File: src/rtl/bounded_lifo_stack_core_assert.svh
// ============================================================================
// bounded_lifo_stack_core_assert.svh
// Assertion macros shared by the stack core RTL.
// ============================================================================
`ifndef BOUNDED_LIFO_STACK_CORE_ASSERT_SVH
`define BOUNDED_LIFO_STACK_CORE_ASSERT_SVH

// Antecedent implies consequent in the same cycle
`define BLS_ASSERT_IMPL(lbl, clk, rst_n, ante, cons, msg) \
    lbl: assert property (@(posedge clk) disable iff (!rst_n) (ante) |-> (cons)) \
        else $error(msg);

// Antecedent implies consequent in the next cycle
`define BLS_ASSERT_NEXT(lbl, clk, rst_n, ante, cons, msg) \
    lbl: assert property (@(posedge clk) disable iff (!rst_n) (ante) |=> (cons)) \
        else $error(msg);

// Condition never holds
`define BLS_ASSERT_NEVER(lbl, clk, rst_n, cond, msg) \
    lbl: assert property (@(posedge clk) disable iff (!rst_n) !(cond)) \
        else $error(msg);

`endif

File: src/rtl/bls_pkg.sv
`timescale 1ns / 1ps
// ============================================================================
// bls_pkg
// Field widths, operation and status codes, and controller states of the
// bounded LIFO stack core.
// ============================================================================
package bls_pkg;

    // Beat field widths
    localparam int FUNC_W   = 2;
    localparam int VALUE_W  = 32;
    localparam int POS_W    = 3;
    localparam int DATA_W   = 32;
    localparam int STATUS_W = 2;
    localparam int FILL_W   = 4;

    typedef enum logic [FUNC_W-1:0] {
        OP_PUSH   = 2'd0,
        OP_POP    = 2'd1,
        OP_PEEK   = 2'd2,
        OP_CHANGE = 2'd3
    } op_t;

    typedef enum logic [STATUS_W-1:0] {
        STATUS_OK        = 2'd0,
        STATUS_OVERFLOW  = 2'd1,
        STATUS_UNDERFLOW = 2'd2
    } status_t;

    typedef enum logic [1:0] {
        ST_CLEAR,
        ST_IDLE,
        ST_RESP
    } state_t;

endpackage

File: src/rtl/bls_cmd_if.sv
`timescale 1ns / 1ps
// ============================================================================
// bls_cmd_if
// Command channel: one stack operation per beat.
// ============================================================================
interface bls_cmd_if;
    logic                               valid;
    logic                               ready;
    logic [bls_pkg::FUNC_W-1:0]         func;
    logic signed [bls_pkg::VALUE_W-1:0] value;
    logic [bls_pkg::POS_W-1:0]          position;

    modport source (output valid, output func, output value, output position,
                    input ready);
    modport sink   (input valid, input func, input value, input position,
                    output ready);
endinterface

File: src/rtl/bls_rsp_if.sv
`timescale 1ns / 1ps
// ============================================================================
// bls_rsp_if
// Response channel: one result per command beat.
// ============================================================================
interface bls_rsp_if;
    logic                              valid;
    logic                              ready;
    logic signed [bls_pkg::DATA_W-1:0] data;
    logic [bls_pkg::STATUS_W-1:0]      status;
    logic [bls_pkg::FILL_W-1:0]        fill_count;
    logic                              is_empty;
    logic                              is_full;

    modport source (output valid, output data, output status, output fill_count,
                    output is_empty, output is_full, input ready);
    modport sink   (input valid, input data, input status, input fill_count,
                    input is_empty, input is_full, output ready);
endinterface

File: src/rtl/bls_ram.sv
`timescale 1ns / 1ps
// ============================================================================
// bls_ram
// Simple dual-port RAM: one write port, one read port with registered data.
// ============================================================================
module bls_ram #(
    parameter int WIDTH = 32,
    parameter int DEPTH = 8
) (
    input  logic                     clk,
    input  logic                     we,
    input  logic [$clog2(DEPTH)-1:0] waddr,
    input  logic [WIDTH-1:0]         wdata,
    input  logic                     re,
    input  logic [$clog2(DEPTH)-1:0] raddr,
    output logic [WIDTH-1:0]         rdata
);

    logic [WIDTH-1:0] mem [DEPTH];

    // Write port
    always_ff @(posedge clk)
    begin
        if (we)
        begin
            mem[waddr] <= wdata;
        end
    end

    // Read port, data held while no read is issued
    always_ff @(posedge clk)
    begin
        if (re)
        begin
            rdata <= mem[raddr];
        end
    end

endmodule

File: src/rtl/bounded_lifo_stack_core.sv
`timescale 1ns / 1ps
// ============================================================================
// bounded_lifo_stack_core
// Fixed-depth LIFO stack of signed words with push, pop, peek and change.
// ============================================================================
// After reset the core sweeps the slot RAM to zero, one slot per cycle, and
// takes no command beat during that sweep. After that the accept cycle of a
// command issues the RAM read (top slot for pop, the addressed slot for peek),
// and the write-back state then writes back and loads the result into the
// output register. The single RAM port pair and its registered read data keep
// the core to one operation at a time: no beat is taken during write-back. A
// new command is taken while the previous result still waits in the output
// register; the write-back cycle then holds until that result is taken.
// ============================================================================
module bounded_lifo_stack_core #(
    parameter int DEPTH     = 8,
    parameter int WORD_BITS = 32
) (
    input  logic      clk,
    input  logic      rst_n,
    bls_cmd_if.sink   cmd,
    bls_rsp_if.source rsp
);

    import bls_pkg::*;

`include "bounded_lifo_stack_core_assert.svh"

    localparam int AW = $clog2(DEPTH);
    localparam int LW = $clog2(DEPTH + 1);
    localparam logic [LW-1:0] DEPTH_L   = LW'(DEPTH);
    localparam logic [AW-1:0] LAST_ADDR = AW'(DEPTH - 1);

    // Control state
    state_t            state_reg, state_next;
    logic [AW-1:0]     clr_addr_reg, clr_addr_next;
    logic [LW-1:0]     level_reg, level_next;
    logic              out_valid_reg, out_valid_next;

    // Command hold
    op_t               op_reg;
    logic [WORD_BITS-1:0] value_reg;
    logic [POS_W-1:0]  pos_reg;

    // Result register
    logic signed [DATA_W-1:0] data_reg;
    status_t           status_reg;
    logic [FILL_W-1:0] fill_reg;
    logic              empty_reg;
    logic              full_reg;

    // RAM ports
    logic                 ram_we;
    logic [AW-1:0]        ram_waddr;
    logic [WORD_BITS-1:0] ram_wdata;
    logic                 ram_re;
    logic [AW-1:0]        ram_raddr;
    logic [WORD_BITS-1:0] ram_rdata;

    logic                     cmd_take;
    logic                     load_out;
    logic                     pos_ok;
    logic signed [DATA_W-1:0] res_data;
    status_t                  res_status;

    bls_ram #(
        .WIDTH (WORD_BITS),
        .DEPTH (DEPTH)
    ) u_slot_ram (
        .clk   (clk),
        .we    (ram_we),
        .waddr (ram_waddr),
        .wdata (ram_wdata),
        .re    (ram_re),
        .raddr (ram_raddr),
        .rdata (ram_rdata)
    );

    assign cmd_take = cmd.valid && cmd.ready;
    assign pos_ok   = (int'(pos_reg) < DEPTH);

    // Next state, RAM access and result
    always_comb
    begin
        state_next     = state_reg;
        clr_addr_next  = clr_addr_reg;
        level_next     = level_reg;
        cmd.ready      = 1'b0;
        ram_we         = 1'b0;
        ram_waddr      = '0;
        ram_wdata      = '0;
        ram_re         = 1'b0;
        ram_raddr      = '0;
        load_out       = 1'b0;
        res_data       = '0;
        res_status     = STATUS_OK;

        case (state_reg)
            ST_CLEAR:
            begin
                // Zero one slot per cycle
                ram_we        = 1'b1;
                ram_waddr     = clr_addr_reg;
                clr_addr_next = clr_addr_reg + 1'b1;
                if (clr_addr_reg == LAST_ADDR)
                begin
                    state_next = ST_IDLE;
                end
            end
            ST_IDLE:
            begin
                // Take a beat and issue its slot read
                cmd.ready = 1'b1;
                if (cmd.valid)
                begin
                    ram_re = 1'b1;
                    if (op_t'(cmd.func) == OP_POP)
                    begin
                        ram_raddr = AW'(level_reg - 1'b1);
                    end
                    else
                    begin
                        ram_raddr = AW'(cmd.position);
                    end
                    state_next = ST_RESP;
                end
            end
            ST_RESP:
            begin
                // Write back and load the result once the output slot frees
                if (!out_valid_reg || rsp.ready)
                begin
                    load_out   = 1'b1;
                    state_next = ST_IDLE;
                    case (op_reg)
                        OP_PUSH:
                        begin
                            if (level_reg == DEPTH_L)
                            begin
                                res_status = STATUS_OVERFLOW;
                            end
                            else
                            begin
                                ram_we     = 1'b1;
                                ram_waddr  = AW'(level_reg);
                                ram_wdata  = value_reg;
                                level_next = level_reg + 1'b1;
                            end
                        end
                        OP_POP:
                        begin
                            if (level_reg == '0)
                            begin
                                res_status = STATUS_UNDERFLOW;
                            end
                            else
                            begin
                                res_data   = DATA_W'($signed(ram_rdata));
                                ram_we     = 1'b1;
                                ram_waddr  = AW'(level_reg - 1'b1);
                                level_next = level_reg - 1'b1;
                            end
                        end
                        OP_PEEK:
                        begin
                            if (level_reg == '0)
                            begin
                                res_status = STATUS_UNDERFLOW;
                            end
                            else if (pos_ok)
                            begin
                                res_data = DATA_W'($signed(ram_rdata));
                            end
                        end
                        OP_CHANGE:
                        begin
                            if (pos_ok)
                            begin
                                ram_we    = 1'b1;
                                ram_waddr = AW'(pos_reg);
                                ram_wdata = value_reg;
                            end
                        end
                        default:
                        begin
                        end
                    endcase
                end
            end
            default:
            begin
                state_next = ST_CLEAR;
            end
        endcase

        // Hold the result until it is taken
        if (load_out)
        begin
            out_valid_next = 1'b1;
        end
        else if (rsp.ready)
        begin
            out_valid_next = 1'b0;
        end
        else
        begin
            out_valid_next = out_valid_reg;
        end
    end

    // Control registers
    always_ff @(posedge clk or negedge rst_n)
    begin
        if (!rst_n)
        begin
            state_reg     <= ST_CLEAR;
            clr_addr_reg  <= '0;
            level_reg     <= '0;
            out_valid_reg <= 1'b0;
        end
        else
        begin
            state_reg     <= state_next;
            clr_addr_reg  <= clr_addr_next;
            level_reg     <= level_next;
            out_valid_reg <= out_valid_next;
        end
    end

    // Command and result payload
    always_ff @(posedge clk)
    begin
        if (cmd_take)
        begin
            op_reg    <= op_t'(cmd.func);
            value_reg <= WORD_BITS'(cmd.value);
            pos_reg   <= cmd.position;
        end
        if (load_out)
        begin
            data_reg   <= res_data;
            status_reg <= res_status;
            fill_reg   <= FILL_W'(level_next);
            empty_reg  <= (level_next == '0);
            full_reg   <= (level_next == DEPTH_L);
        end
    end

    assign rsp.valid      = out_valid_reg;
    assign rsp.data       = data_reg;
    assign rsp.status     = status_reg;
    assign rsp.fill_count = fill_reg;
    assign rsp.is_empty   = empty_reg;
    assign rsp.is_full    = full_reg;

    // Read and write-back never share a cycle, so no forwarding is needed
    `BLS_ASSERT_NEVER(a_no_rw_overlap, clk, rst_n, ram_we && ram_re, "RAM read and write overlap")
    `BLS_ASSERT_IMPL(a_level_bound, clk, rst_n, 1'b1, level_reg <= DEPTH_L, "stack level beyond depth")
    `BLS_ASSERT_NEXT(a_accept_resp, clk, rst_n, cmd_take, state_reg == ST_RESP, "accepted beat not in write-back")
    `BLS_ASSERT_IMPL(a_overflow_full, clk, rst_n, rsp.valid && (status_reg == STATUS_OVERFLOW), full_reg, "overflow on a stack not full")

endmodule

File: src/flat_wrapper.sv
// flat-port wrapper written by rule: the top's interface ports become plain ports
module bounded_lifo_stack_core_flat import bls_pkg::*;
#(
    parameter int DEPTH     = 8,
    parameter int WORD_BITS = 32
)
  (clk, rst_n, cmd_valid, cmd_func, cmd_value, cmd_position, cmd_ready, rsp_valid, rsp_data, rsp_status, rsp_fill_count, rsp_is_empty, rsp_is_full, rsp_ready);
  bls_cmd_if cmd_i ();
  bls_rsp_if rsp_i ();
  input  logic clk;
  input  logic rst_n;
  input wire logic [$bits(cmd_i.valid)-1:0] cmd_valid;
  input wire logic [$bits(cmd_i.func)-1:0] cmd_func;
  input wire logic [$bits(cmd_i.value)-1:0] cmd_value;
  input wire logic [$bits(cmd_i.position)-1:0] cmd_position;
  output wire logic [$bits(cmd_i.ready)-1:0] cmd_ready;
  output wire logic [$bits(rsp_i.valid)-1:0] rsp_valid;
  output wire logic [$bits(rsp_i.data)-1:0] rsp_data;
  output wire logic [$bits(rsp_i.status)-1:0] rsp_status;
  output wire logic [$bits(rsp_i.fill_count)-1:0] rsp_fill_count;
  output wire logic [$bits(rsp_i.is_empty)-1:0] rsp_is_empty;
  output wire logic [$bits(rsp_i.is_full)-1:0] rsp_is_full;
  input wire logic [$bits(rsp_i.ready)-1:0] rsp_ready;
  assign cmd_i.valid = cmd_valid;
  assign cmd_i.func = cmd_func;
  assign cmd_i.value = cmd_value;
  assign cmd_i.position = cmd_position;
  assign cmd_ready = cmd_i.ready;
  assign rsp_valid = rsp_i.valid;
  assign rsp_data = rsp_i.data;
  assign rsp_status = rsp_i.status;
  assign rsp_fill_count = rsp_i.fill_count;
  assign rsp_is_empty = rsp_i.is_empty;
  assign rsp_is_full = rsp_i.is_full;
  assign rsp_i.ready = rsp_ready;
  bounded_lifo_stack_core #(.DEPTH(DEPTH), .WORD_BITS(WORD_BITS)) u_core (.clk(clk), .rst_n(rst_n), .cmd(cmd_i), .rsp(rsp_i));
endmodule
File: config.mk
export PLATFORM = sky130hd
export DESIGN_NAME = bounded_lifo_stack_core_flat
export DESIGN_NICKNAME = d
export VERILOG_FILES = /design/src/rtl/bls_pkg.sv /design/src/rtl/bls_cmd_if.sv /design/src/rtl/bls_rsp_if.sv /design/src/rtl/bls_ram.sv /design/src/rtl/bounded_lifo_stack_core.sv /design/src/flat_wrapper.sv
export VERILOG_INCLUDE_DIRS = /design/src /design/src/rtl
export SDC_FILE = /design/constraint.sdc
export NUM_CORES = 1
export LEC_CHECK = 0
export ABC_CLOCK_PERIOD_IN_PS = 5000
export BUFFER_PORTS_ARGS = -buffer_cell sky130_fd_sc_hd__buf_2
export CAP_MARGIN = 20
export CORE_MARGIN = 8
export CORE_UTILIZATION = 40
export DETAILED_ROUTE_END_ITERATION = 10
export PLACE_DENSITY = 0.56
export SLEW_MARGIN = 20
export SYNTH_ARGS = -nofsm -noshare
export SYNTH_HDL_FRONTEND = slang
export SYNTH_SLANG_ARGS = --single-unit
File: constraint.sdc
create_clock -name clk -period 5 [get_ports clk]
set_clock_uncertainty 0.1 [all_clocks]
set_input_delay 0.75 -clock clk [delete_from_list [all_inputs] [get_ports clk]]
set_output_delay 0.75 -clock clk [all_outputs]
set_load 0.005 [all_outputs]
== After elaboration in Yosys (flattened, before gate mapping) ==
Memory sizes are Yosys's and may differ from the RTL's. A register that Yosys moved wholly into a read port is not among the register bits.
Index checks and enable logic that the tools add are counted.
W data, S select, Z words.

* $add $sub $neg: 3
* Equal/unequal tests: 12
* Muxes and demuxes: 38
* Bitwise logic cells: 3
* Reduce and logical (&&, ||, !) cells: 12

{| class="wikitable"
|+ Operators with widths
! operator !! count
|-
| $mux W32 || 3
|-
| $pmux W32 S2 || 1
|-
| $mux W3 || 6
|-
| $mux W4 || 4
|-
| $mux W1 || 13
|-
| $pmux W3 S3 || 1
|-
| $eq A4 B4 Y1 const B || 2
|-
| $logic_not A4 Y1 || 2
|-
| $mux W2 || 4
|-
| $pmux W4 S2 || 1
|-
| $eq A2 B1 Y1 const B || 3
|-
| $eq A2 B2 Y1 const B || 3
|-
| $pmux W2 S3 || 1
|-
| $pmux W3 S2 || 1
|-
| $add A4 B1 Y4 const B || 1
|-
| $logic_not A2 Y1 || 2
|-
| $ne A2 B1 Y1 const B || 2
|-
| $pmux W2 S2 || 1
|-
| $reduce_or A4 Y1 || 1
|-
| $sub A4 B1 Y4 const B || 1
|-
| $add A3 B1 Y3 const B || 1
|-
| $eq A3 B3 Y1 const B || 1
|-
| $not A1 Y1 || 3
|-
| $pmux W1 S3 || 1
|-
| other kinds (9) || 9
|}

* Register bits after elaboration: 87
* Memory bits (writable): 256
* Logic and storage cells: 81
* Memories: 1

{| class="wikitable"
|+ Memories
! name !! words !! width !! read ports !! clocked after Yosys merged registers in !! wr ports !! RTL line !! RTL
|-
| u_core.u_slot_ram.mem || 8 || 32 || 1 || 1 || 1 || bls_ram.sv:19 || <nowiki>logic [WIDTH-1:0] mem [DEPTH];</nowiki>
|}

== Longest topological paths before layout ==
* Word-level depth: 7
* Mapped depth: 11
* Mapped depth without buffers: 10

== Cells and area by module ==
From an unflattened synthesis, not the netlist that was laid out.

* Cells, all modules: 675
* Area total of the unflattened synthesis: 14,523.9 sq um

{| class="wikitable"
|+ By module, submodules not included
! module !! times used !! cells an instance !! area an instance (sq um) !! seq. area each (sq um)
|-
| bls_ram || 1 || 415 || 10,786.6 || 8,648.3
|-
| bounded_lifo_stack_core || 1 || 260 || 3,737.3 || 2,562.5
|}

== Least setup slack after synthesis ==
Ideal clock, no wire load.

* Path kind: register to register
* Start point: register u_core.level_reg[0]
* End point: memory u_core.u_slot_ram.mem[0][0] (enable)
* Setup time: 0.421 ns
* Data arrival time: 3.761 ns
* Data required time: 4.479 ns
* Setup slack: 0.718 ns
* Cell stages (with the launch flop): 12
* Buffers on the path: 2
* Period minus slack after synthesis: 4.282 ns
* Path through: dfrtp_1 -> inv_1 -> ha_1 -> clkbuf_2 -> or3b_2 -> clkbuf_1 -> ha_1 -> a222oi_1 -> inv_1 -> o31ai_1 -> nand2_1 -> nor2_1

* Word-level cells in the longest chain between the ends: 7
* Elaborated cells between the ends (all ways): 15

{| class="wikitable"
|+ RTL lines
! element !! RTL line !! RTL
|-
| start: declaration || bounded_lifo_stack_core.sv:37 || <nowiki>logic [LW-1:0] level_reg, level_next;</nowiki>
|-
| start signal: assignment || bounded_lifo_stack_core.sv:225 || <nowiki>level_reg <= level_next;</nowiki>
|-
| $eq A4 B4 Y1 or $logic_not A4 Y1 (tied branches) || bounded_lifo_stack_core.sv:138, bounded_lifo_stack_core.sv:152 ||
|-
| $mux W1, on equally long branches || bounded_lifo_stack_core.sv:138, bounded_lifo_stack_core.sv:152 ||
|-
| $pmux W1 S3 || bounded_lifo_stack_core.sv:135 || <nowiki>case (op_reg)</nowiki>
|-
| $mux W1 || bounded_lifo_stack_core.sv:131 || <nowiki>if (!out_valid_reg || rsp.ready)</nowiki>
|-
| $pmux W1 S2 || bounded_lifo_stack_core.sv:98 || <nowiki>case (state_reg)</nowiki>
|-
| $mux W1 || bls_ram.sv:24 || <nowiki>if (we)</nowiki>
|-
| $mux W1 (not written as such) || bls_ram.sv:26 || <nowiki>mem[waddr] <= wdata;</nowiki>
|-
| end: declaration || bls_ram.sv:19 ||
|}

Parallel ways exist; a longest one is shown, timed or not.

== Worst setup path in the final report ==
* Start point: register u_core.level_reg[0]
* End point: memory u_core.u_slot_ram.mem[6][0] (enable)

Same word-level chain as after synthesis.

==> results.md <==
- Routed vias: 7715
- Top cells by count, synth: 365 x edfxtp_1, 85 x nand2_1, 78 x nor2_1, 67 x and2_1, 65 x mux2i_1
- Row count: 70
- Total CTS buffers: 40
- Period utilisation layout: 78.3%
- CP required: 5.12 ns
- WHS: 0.294 ns
- CP max stage cell: or3b_2
- Iter 0 DRT Violations: 494
- Worst Path Arrival: 4.04 ns
- Comb power frac: 20.9%
- Fin area: 17000 µm²
- Starting density of the core: 40.5%
- Total Routing Usage GR: 14.2%
- Die Area: 43400 µm²
- Antenna violations before repair: 1
- Flops & latches, synth: 375
- Worst Setup End Kind: flop
- Reg with most FFs: u_core.u_slot_ram.mem
- Mean post-synth cell area: 16.3 µm²
- P&R area growth vs syn: 14.8%
- Post-DRT Antenna Nets: 0
- Sw Share: 28.5%
- Final Hold Fails: 0
- Worst slew pin tran: 0.980 ns
- Synth top area cells: edfxtp_1 74%, mux2i_1 4.4%, and2_1 2.8%
- Pre-antenna DRT Iters: 5
- DR vias/cell: 5.15
- Worst-skew pair later-pin latency: 0.53 ns
- Yosys cell types: 51
- Layout cells sized above 1: 20.0%
- Port Buffers: 82
- Routed wl met3: 1260 µm
- Wire length on met2: 15100 µm
- Crit-path cells: inv_1 -> ha_1 -> or3b_2 -> ha_1 -> a222oi_1 -> inv_1 -> o31ai_1 -> nand2_1 -> nor2_4 -> buf_12
- Aggregate global routing overflow: 0
- Top-count cell post-synth: edfxtp_1
- Placed inst area: 15800 µm²
- MaxCap Viol Count: 0
- Hold WC Path Type: input port to flop
- Htree depth: 2
- Final min period: 3.92 ns
- Final WL: 31100 µm
- Crit Path Category: flop to flop
- Largest net degree at the start of global routing: 65
- Clock power frac: 29.8%
- Core area: 36500 µm²
- Nets: 1056
- RePlAce Congestion: 0.810
- M1 wire length: 14200 µm
- EDFF count, synth: 365
- Slew Viols, Final: 0
- Post-Place Cells: 1430
- Crit path max-delay family: simple AND/OR/NAND/NOR gates
- Yosys Warn Count: 0
- First-pass GRT wire length: 48200 µm
- Uppermost layer routed: met4
- Seq pwr share: 49.3%
- Net Switching: 0.00254 W
- Synthesized area: 14800 µm²
- Setup slack, reg-to-reg: 1.08 ns
- Post-synth top area share: 74.1%
- Vias in the first global route: 7938
- FMAX: 255 MHz
- Relative slew margins: 34.6%
- DR DRC count: 0
- Hpwl dp: 18200 µm
- Total clock sinks: 375
- Top FF cell, synth: edfxtp_1
- DR WL/cell: 20.7 µm
- P_int: 0.00639 W
- CTS tree: done
- Post-Layout Cell Count: 1499
- Syn nets: 959
- Seq/Total Area, Yosys: 75.8%
- Worst Path Buf+Inv: 3
- Worst Setup Start Kind: flop
- DIE WIDTH: 208 µm
- Max FO, Critical Path: 17
- Root buffer cell: clkbuf_16
- Clock Path Buffers: 3
- Register clock-pin slew on the reported worst setup and hold paths: 0.06 ns
- Pwr per Cell Area: 526 nW/µm²
- Die height: 208 µm
- Largest register FFs: 256
- Post-Synthesis Cells: 908
- Area leader, netlist: edfxtp_1
- RSZ-0062 raised after global routing: false
- Num ports: 83
- Total negative slack: 0 ns
- Final setup vio count: 0
- Asr flop ratio synth: 2.67%
- Max incr delay on CP: 0.55 ns
- Status: completed
- Maximum VDD drop: 0.000260 V
- LEAKAGE: 6.11 nW
## what timing repair did
| action | CTS | global route |
|---|---|---|
| resized for setup | 0 | 0 |
| endpoints found under the hold margin | 10 | 0 |
| buffers inserted | 0 | 0 |
| hold buffers | 1 | 0 |
## layout by cell type, fill, tap and decap left out, drive strengths merged, types with 2 or more instances in the layout
master and instances:
o31ai 2, o221ai 2, buf 104, ha 10
edfxtp 365, a311oi 32, nor2 78, clkbuf 49
or3 2, clkinv 16, a31oi 2, mux2 4
and3b 2, dfrtp 10, nand2 85, a22o 4
a22oi 4, a211oi 33, mux2i 65, nor2b 4
nand2b 3, o21ai 9, a2bb2oi 31, nor3 5
inv 15, and2 67, a21oi 4, and3 3
and4b 2
## power by group through the flow
stage	Sequential [W]	Clock (W)	Combinational, W
finish	0.00440	0.00266	0.00186
global route	0.00446	0.00286	0.00206
CTS	0.00441	0.00274	0.00192
detailed placement	0.00447	0	0.00191
global placement	0.00445	0	0.00188
floorplan	0.00444	0	0.00123
## path summary, 6_finish.rpt
| path | cells past startpoint | to | start |
|---|---|---|---|
| min reg2reg | 1 | u_core.rsp.data[10] | u_core.u_slot_ram.rdata[10] |
| min in group asynchronous | 2 | u_core.state_reg[1] | rst_n |
| max in group asynchronous | 2 | u_core.clr_addr_reg[2] | rst_n |
| max | 10 | u_core.u_slot_ram.mem[6][0] | u_core.level_reg[0] |
| max reg2reg | 10 | u_core.u_slot_ram.mem[6][0] | u_core.level_reg[0] |
| min | 1 | u_core.value_reg[27] | cmd_value[27] |
## metrics by stage
step / power [W] / setup WS [ns] / util, %
after floorplan: 0.00568 / 0.718 / -
after global placement: 0.00634 / 1.10 / 43.3
after detailed placement: 0.00638 / 1.07 / 43.3
after CTS: 0.00906 / 1.05 / 46.5
after global routing: 0.00938 / 0.748 / 46.5
final: 0.00893 / 1.08 / 46.5
## layout make-up
cell class	instances	area [µm²]
clock buffer	49	1060
inverter	14	53.8
clock inverter	18	108
fill	3110	19500
timing repair buffer	105	598
antenna	1	2.50
multi-input combinational	469	3370
sequential	375	11200
tap	468	586
## kinds of logic after synthesis
group	after synthesis	synth area share, %
xor+xnor	1	0.0592
mux	69	4.73
fa+ha+maj	10	0.846
buf+inv	64	2.18
compound gates	131	8.09
simple gates	258	8.31
flops	375	75.8
## per-layer routing
metal  track usage, %  vias up
li1                 -     3661
met1             19.0     3866
met2             23.7      147
met3             2.54       41
met4             3.96        0
met5                0        -
(Power assumes the default switching activity.)
